`config.mk`:
```
export PLATFORM = sky130hd
export DESIGN_NAME = lru_key_value_cache_core_flat
export DESIGN_NICKNAME = d
export VERILOG_FILES = /design/src/rtl/core/lkvc_pkg.sv /design/src/rtl/core/lkvc_if.sv /design/src/rtl/core/lkvc_cell.sv /design/src/rtl/core/lru_key_value_cache_core.sv /design/src/flat_wrapper.sv
export SDC_FILE = /design/constraint.sdc
export NUM_CORES = 2
export LEC_CHECK = 0
export BUFFER_PORTS_ARGS = -buffer_cell sky130_fd_sc_hd__buf_2
export CAP_MARGIN = 30
export CORE_ASPECT_RATIO = 1.2
export CORE_UTILIZATION = 50
export CTS_CLUSTER_DIAMETER = 120
export DETAILED_ROUTE_END_ITERATION = 10
export PLACE_DENSITY = 0.66
export SYNTH_ARGS = -nofsm -noshare
export SYNTH_HDL_FRONTEND = slang
export SYNTH_SLANG_ARGS = --single-unit
```
`constraint.sdc`:
```
create_clock -name clk -period 15.8 [get_ports clk]
set_clock_uncertainty 0.15 [all_clocks]
set_input_delay 2.37 -clock clk [delete_from_list [all_inputs] [get_ports clk]]
set_output_delay 2.37 -clock clk [all_outputs]
set_load 0.005 [all_outputs]
```
`src/rtl/core/lkvc_pkg.sv`:
```
// Shared types and constants of the LRU key/value cache.
package lkvc_pkg;

  localparam logic MODE_GET = 1'b0;
  localparam logic MODE_PUT = 1'b1;

  localparam int unsigned DATA_BITS = 32;
  localparam int unsigned CAP_BITS  = 5;

  localparam logic [DATA_BITS-1:0] MISS_VALUE = {DATA_BITS{1'b1}};

  typedef struct packed {
    logic load;
    logic take_front;
  } cell_ctrl_t;

endpackage

```
`src/rtl/core/lkvc_if.sv`:
```
// Valid/ready channel interfaces for requests and results of the cache.
interface lkvc_req_if;
  logic                             valid;
  logic                             ready;
  logic                             mode;
  logic signed [lkvc_pkg::DATA_BITS-1:0] key;
  logic signed [lkvc_pkg::DATA_BITS-1:0] value;

  modport source (output valid, output mode, output key, output value, input ready);
  modport sink (input valid, input mode, input key, input value, output ready);
endinterface

interface lkvc_rsp_if;
  logic                             valid;
  logic                             ready;
  logic                             hit;
  logic signed [lkvc_pkg::DATA_BITS-1:0] read_value;

  modport source (output valid, output hit, output read_value, input ready);
  modport sink (input valid, input hit, input read_value, output ready);
endinterface

```
`src/rtl/core/lkvc_cell.sv`:
```
// One recency slot of the cache: holds a key and value and compares the probe key.
module lkvc_cell #(
  parameter int unsigned KW = 32
) (
  input  logic                                 clk,
  input  lkvc_pkg::cell_ctrl_t                 ctrl,
  input  logic [KW-1:0]                        front_key,
  input  logic [lkvc_pkg::DATA_BITS-1:0]       front_value,
  input  logic [KW-1:0]                        prev_key,
  input  logic [lkvc_pkg::DATA_BITS-1:0]       prev_value,
  input  logic [KW-1:0]                        probe_key,
  output logic [KW-1:0]                        key,
  output logic [lkvc_pkg::DATA_BITS-1:0]       value,
  output logic                                 match
);

  always_ff @(posedge clk) begin
    if (ctrl.load) begin
      if (ctrl.take_front) begin
        key   <= front_key;
        value <= front_value;
      end else begin
        key   <= prev_key;
        value <= prev_value;
      end
    end
  end

  assign match = (key == probe_key);

endmodule

```
`src/rtl/core/lru_key_value_cache_core.sv`:
```
// Top level of the LRU key/value cache: a row of recency-ordered cells.
// The cells are kept in order of recency, the most recent entry in the first cell and the
// least recent valid entry in the last occupied one. Every request is compared against all
// cells in the cycle it is accepted; a hit moves its entry to the first cell while the more
// recent entries step one cell down the row, and a put of a new key shifts the whole row,
// dropping the least recent entry when the cache is full. One request is accepted per clock
// cycle, and a get's result appears in the output register on the following cycle; the
// input stalls only while an earlier result is still waiting to be taken.
module lru_key_value_cache_core #(
  parameter int unsigned DEPTH    = 16,
  parameter int unsigned KEY_BITS = 32
) (
  input  logic                             clk,
  input  logic                             rst,
  input  logic                             cfg_we,
  input  logic [lkvc_pkg::CAP_BITS-1:0]    cfg_data,
  lkvc_req_if.sink                         in,
  lkvc_rsp_if.source                       out
);

  localparam int unsigned KW = (KEY_BITS < lkvc_pkg::DATA_BITS) ? KEY_BITS
                                                                : lkvc_pkg::DATA_BITS;
  localparam int unsigned OW = $clog2(DEPTH + 1);
  localparam int unsigned CW = (OW > lkvc_pkg::CAP_BITS) ? OW : lkvc_pkg::CAP_BITS;

  logic [lkvc_pkg::CAP_BITS-1:0]  capacity;
  logic [OW-1:0]                  occupancy;
  logic [CW-1:0]                  cap_ext;
  logic [CW-1:0]                  eff_cap;
  logic [KW-1:0]                  probe_key;
  logic [KW-1:0]                  cell_key [DEPTH];
  logic [lkvc_pkg::DATA_BITS-1:0] cell_value [DEPTH];
  logic [DEPTH-1:0]               raw_match;
  logic [DEPTH-1:0]               match;
  logic [DEPTH-1:0]               above;
  lkvc_pkg::cell_ctrl_t           ctrl [DEPTH];
  logic                           fire;
  logic                           hit;
  logic                           is_put;
  logic [lkvc_pkg::DATA_BITS-1:0] hit_value;
  logic [lkvc_pkg::DATA_BITS-1:0] front_value;

  assign probe_key   = in.key[KW-1:0];
  assign in.ready    = !out.valid || out.ready;
  assign fire        = in.valid && in.ready;
  assign is_put      = (in.mode == lkvc_pkg::MODE_PUT);
  assign cap_ext     = CW'(capacity);
  assign front_value = is_put ? in.value : hit_value;

  always_comb begin
    if (cap_ext == '0) begin
      eff_cap = CW'(1);
    end else if (cap_ext > CW'(DEPTH)) begin
      eff_cap = CW'(DEPTH);
    end else begin
      eff_cap = cap_ext;
    end
  end

  always_comb begin
    hit_value = '0;
    for (int i = 0; i < DEPTH; i++) begin
      match[i] = raw_match[i] && (occupancy > OW'(i));
      if (match[i]) begin
        hit_value = hit_value | cell_value[i];
      end
    end
    above[DEPTH-1] = match[DEPTH-1];
    for (int i = DEPTH - 2; i >= 0; i--) begin
      above[i] = above[i+1] || match[i];
    end
    hit = |match;
  end

  for (genvar g = 0; g < DEPTH; g++) begin : g_cell
    if (g == 0) begin : g_head
      assign ctrl[g].load       = fire && (is_put || hit);
      assign ctrl[g].take_front = 1'b1;
    end else begin : g_body
      assign ctrl[g].load       = fire && ((is_put && !hit) || above[g]);
      assign ctrl[g].take_front = 1'b0;
    end

    lkvc_cell #(
      .KW (KW)
    ) u_cell (
      .clk         (clk),
      .ctrl        (ctrl[g]),
      .front_key   (probe_key),
      .front_value (front_value),
      .prev_key    (cell_key[(g == 0) ? 0 : g - 1]),
      .prev_value  (cell_value[(g == 0) ? 0 : g - 1]),
      .probe_key   (probe_key),
      .key         (cell_key[g]),
      .value       (cell_value[g]),
      .match       (raw_match[g])
    );
  end

  always_ff @(posedge clk) begin
    if (rst) begin
      capacity <= lkvc_pkg::CAP_BITS'(16);
    end else if (cfg_we) begin
      capacity <= cfg_data;
    end
  end

  always_ff @(posedge clk) begin
    if (rst) begin
      occupancy <= '0;
    end else if (fire && is_put && !hit && (CW'(occupancy) < eff_cap)) begin
      occupancy <= occupancy + OW'(1);
    end
  end

  always_ff @(posedge clk) begin
    if (rst) begin
      out.valid <= 1'b0;
    end else if (fire && !is_put) begin
      out.valid <= 1'b1;
    end else if (out.ready) begin
      out.valid <= 1'b0;
    end
  end

  always_ff @(posedge clk) begin
    if (fire && !is_put) begin
      out.hit        <= hit;
      out.read_value <= hit ? hit_value : lkvc_pkg::MISS_VALUE;
    end
  end

  // At most one occupied cell may hold the probe key.
  assert property (@(posedge clk) disable iff (rst) $onehot0(match))
    else $error("more than one cell matches the probe key");

  // The occupancy never exceeds the number of cells.
  assert property (@(posedge clk) disable iff (rst) occupancy <= OW'(DEPTH))
    else $error("occupancy beyond the number of cells");

  // A put request leaves no result behind.
  assert property (@(posedge clk) disable iff (rst) (fire && is_put) |=> !out.valid)
    else $error("put request produced a result");

  // The occupancy grows by at most one per request.
  assert property (@(posedge clk) disable iff (rst)
      !$stable(occupancy) |-> (occupancy == $past(occupancy) + OW'(1)))
    else $error("occupancy changed by more than one");

endmodule
```
`src/flat_wrapper.sv`:
```
// flat-port wrapper written by rule: the top's interface ports become plain ports
module lru_key_value_cache_core_flat 
#(
  parameter int unsigned DEPTH    = 16,
  parameter int unsigned KEY_BITS = 32
)
  (clk, rst, cfg_we, cfg_data, in_valid, in_mode, in_key, in_value, in_ready, out_valid, out_hit, out_read_value, out_ready);
  lkvc_req_if in_i ();
  lkvc_rsp_if out_i ();
  input  logic clk;
  input  logic rst;
  input  logic cfg_we;
  input  logic [lkvc_pkg::CAP_BITS-1:0] cfg_data;
  input wire logic [$bits(in_i.valid)-1:0] in_valid;
  input wire logic [$bits(in_i.mode)-1:0] in_mode;
  input wire logic [$bits(in_i.key)-1:0] in_key;
  input wire logic [$bits(in_i.value)-1:0] in_value;
  output wire logic [$bits(in_i.ready)-1:0] in_ready;
  output wire logic [$bits(out_i.valid)-1:0] out_valid;
  output wire logic [$bits(out_i.hit)-1:0] out_hit;
  output wire logic [$bits(out_i.read_value)-1:0] out_read_value;
  input wire logic [$bits(out_i.ready)-1:0] out_ready;
  assign in_i.valid = in_valid;
  assign in_i.mode = in_mode;
  assign in_i.key = in_key;
  assign in_i.value = in_value;
  assign in_ready = in_i.ready;
  assign out_valid = out_i.valid;
  assign out_hit = out_i.hit;
  assign out_read_value = out_i.read_value;
  assign out_i.ready = out_ready;
  lru_key_value_cache_core #(.DEPTH(DEPTH), .KEY_BITS(KEY_BITS)) u_core (.clk(clk), .rst(rst), .cfg_we(cfg_we), .cfg_data(cfg_data), .in(in_i), .out(out_i));
endmodule
```
==> qor.tcl <==
set qor(result_of_the_run) {finished, final reports clean}
set qor(crit_path_start_kind) {primary input}
set qor(clock_tree_from_tritoncts) {yes}
set qor(critical_path_class) {primary input to flip-flop}
set qor(design_internal_power_mw) 4.72
set qor(post-cts-setup-buffer-count) 0
set qor(start_util) 0.504
set qor(finalWorstSetupSlack_ns) 8.90
set qor(final_core_utilization) 0.564
set qor(ys_async_sr_fraction) 0
set qor(timing.final.hold_violations) 0
set qor(die_width_um) 269
set qor(hold_buffers) 0
set qor(post-dp-hpwl_mm) 83.8
set qor(power.ir.vdd_worst_v) 0.000105
set qor(synth-seq-area-share) 0.748
set qor(p_clk_frac) 0.405
set qor(p_sw_frac) 0.229
set qor(grt_setup_unrepaired) {no}
set qor(cts_max_level) 3
set qor(track_usage) 0.300
set qor(power.share.sequential) 0.543
set qor(grt_overflow_total) 0
set qor(postPlaceCellArea_um2) 44400
set qor(drt-wirelength-per-cell_um) 33.9
set qor(die-height_um) 322
set qor(drt_iter0_markers) 3166
set qor(most_common_cell_in_the_netlist) {edfxtp_1}
set qor(layout.nets) 2668
set qor(regArea_um2) 32000
set qor(worst_ep_required_time_ns) 15.98
set qor(comb_power_share) 0.052
set qor(clkSinkCount) 1068
set qor(numPortBuffers) 109
set qor(net-switching-power_mw) 1.40
set qor(max_clock_freq_mhz) 145
set qor(synth.largest_area_cell) {edfxtp_1}
set qor(dpl_worst_slack_ns) 8.06
set qor(synth.area.top_cells) {edfxtp_1 (74%), xor2_1 (6.9%), xnor2_1 (3.5%), a221oi_1 (2.4%), a22o_1 (2.4%)}
set qor(kind_of_path_behind_the_tightest_hold_check) {flip-flop to flip-flop}
set qor(yosys_most_used_dff) {edfxtp_1}
set qor(cts-root-buf) {clkbuf_16}
set qor(most_frequent_cells_after_synthesis) {edfxtp_1 (1057), xor2_1 (338), xnor2_1 (171)}
set qor(cap_viol_max_count) 0
set qor(layout-area-overhead-vs-synth_pct) 12.0
set qor(antenna_cells_inserted) 0
set qor(synth_top_cell_area_share) 0.743
set qor(tritoncts.num_buffers) 104
set qor(worst_skew_pair.late_latency_ns) 0.69
set qor(detail_route.drc_violations) 0
set qor(power.density_nw_per_um2) 128
set qor(first_pass_grt_wire_length_mm) 180
set qor(drt_pass1_iterations) 6
set qor(pin_count_of_the_biggest_net_entering_global_routing) 54
set qor(first_global_vias) 24600
set qor(post_synth_inst_count) 2446
set qor(post_cts_resize_count) 0
set qor(ys_ff_latch) 1068
set qor(drt.antenna.violating_nets) 0
set qor(setup-tns-final_ns) 0
set qor(std_cell_rows) 117
set qor(final_min_period_over_clock_period) 0.437
set qor(layout_min_cycle_time_ns) 6.90
set qor(synthesis.nets) 2530
set qor(worstMarginPinSlew_ns) 1.03
set qor(final_max_slew_viol_count) 0
set qor(path_clk_slew_ns) 0.06
set qor(fillCellCount) 6560
set qor(clock_path_buffers) 3
set qor(design.portCount) 110
set qor(timing.critical_path.to_type) {flip-flop}
set qor(vias_per_cell) 6.36
set qor(vias) 24200
set qor(finalWeightedCongestion) 0.936
set qor(number_of_antenna_violations_at_the_first_check_in_global_routing) 1
set qor(multi_input_area_um2) 9920
set qor(synth-edff-count) 1057
set qor(finalSetupViolations) 0
set qor(wirelength_mm) 129
set qor(ys_types) 58
set qor(standard_cell_core_area_um2) 84800
set qor(floorplan.die_area_um2) 86600
set qor(crit_arrival_ns) 7.08
set qor(proportion_of_layout_cells_with_a_drive_suffix_above_1) 0.145
set qor(yosys_warnings) 0
set qor(stdcell_area_um2) 47800
set qor(path_max_fanout) 33
set qor(leakage_nw) 15.5
set qor(post_synthesis_mean_instance_area_um2) 17.5
set qor(relSlewSlack) 0.304
set qor(syn-cell-area_um2) 42700
[power groups by stage]
stage	registers (mW)	clock network, mW	logic, mW
floorplan	3.35	0	0.185
global placement	3.37	0	0.314
detailed placement	3.38	0	0.318
CTS	3.32	2.51	0.319
global route	3.33	2.62	0.332
finish	3.32	2.48	0.321
[cells in the final DEF, fill, tap and decap left out, types with 6 or more instances in the layout]
cell type	instances
dfxtp_1	11
nand4_1	83
nor2_1	35
a221oi_1	116
and4_1	9
edfxtp_1	1057
inv_1	13
nor4_4	6
buf_2	112
bufinv_16	10
o21ai_0	9
nand2_1	42
buf_4	45
ha_1	9
nand3_1	18
a22o_1	116
a22oi_1	24
xnor2_1	171
clkbuf_16	105
mux2_2	21
a21oi_1	15
clkinv_1	20
nor4_1	87
xor2_1	338
clkinv_2	29
nand2b_1	22
clkbuf_1	17
nor3_1	23
o31a_2	6
[metrics by stage]
step / std cells / hold WS [ns] / power (mW)
after global placement: 3597 / 0.277 / 3.69
after CTS: 3798 / 0.292 / 6.15
after global routing: 3801 / 0.294 / 6.28
after floorplan: 2446 / 0.276 / 3.54
after detailed placement: 3605 / 0.283 / 3.70
final: 3801 / 0.292 / 6.12
[cell families (layout without fill, tap and decap cells)]
kind of cell | count (synthesis) | in the layout | share of synthesized area
AO/OA/AOI/OAI | 316 | 316 | 0.0624
XOR/XNOR | 509 | 509 | 0.104
adder cells (fa/ha/maj) | 9 | 9 | 0.00264
buffers and inverters | 149 | 374 | 0.0232
flip-flops | 1068 | 1068 | 0.748
multiplexers | 28 | 28 | 0.00724
AND/OR/NAND/NOR | 367 | 367 | 0.0516
[flip-flops by register name (all words and copies together), names as in the netlist]
| signal | count |
|---|---|
| u_core.g_cell.u_cell.key | 512 |
| u_core.g_cell.u_cell.value | 512 |
| u_core.out.read_value | 32 |
| u_core.cap_ext | 5 |
| u_core.occupancy | 5 |
| u_core.out.hit | 1 |
| u_core.out.valid | 1 |
[critical path: stages]
cell and delay, ns:
buf_2 0.57, xor2_1 0.14, nor4_1 0.86, nand3_1 0.25, a2111oi_4 0.45, buf_4 0.61, nor4_2 0.16, and3_1 0.22
nand3b_1 0.22, o31a_2 0.66, buf_4 0.46
[layout make-up]
cell class	count	share of cell area
Clock buffer	122	0.0563
Clock inverter	71	0.0145
Timing Repair Buffer	165	0.0226
Inverter	16	0.00126
Tap cell	1130	0.0296
Multi-Input combinational cell	1229	0.207
Sequential cell	1068	0.668
[path summary, 6_finish.rpt]
check / start / to / slack [ns] / cells past startpoint
setup / recovery: in_key[21] / u_core.g_cell[2].u_cell.value[1] / 8.90 / 11
hold reg to reg: u_core.g_cell[2].u_cell.value[9] / u_core.g_cell[3].u_cell.value[9] / 0.29 / 0
setup reg to reg: u_core.occupancy[1] / u_core.g_cell[15].u_cell.value[15] / 10.30 / 11
hold / removal: u_core.g_cell[2].u_cell.value[9] / u_core.g_cell[3].u_cell.value[9] / 0.29 / 0
[layer usage]
layer | GRT usage | wire length, um | vias to the layer above
met1 | 0.349 | 44800 | 12400
li1 | - | - | 9887
met3 | 0.0456 | 9490 | 345
met4 | 0.186 | 8900 | 0
met2 | 0.519 | 65900 | 1536
met5 | 0 | 0 | -
Power figures use the tool's default switching activity.
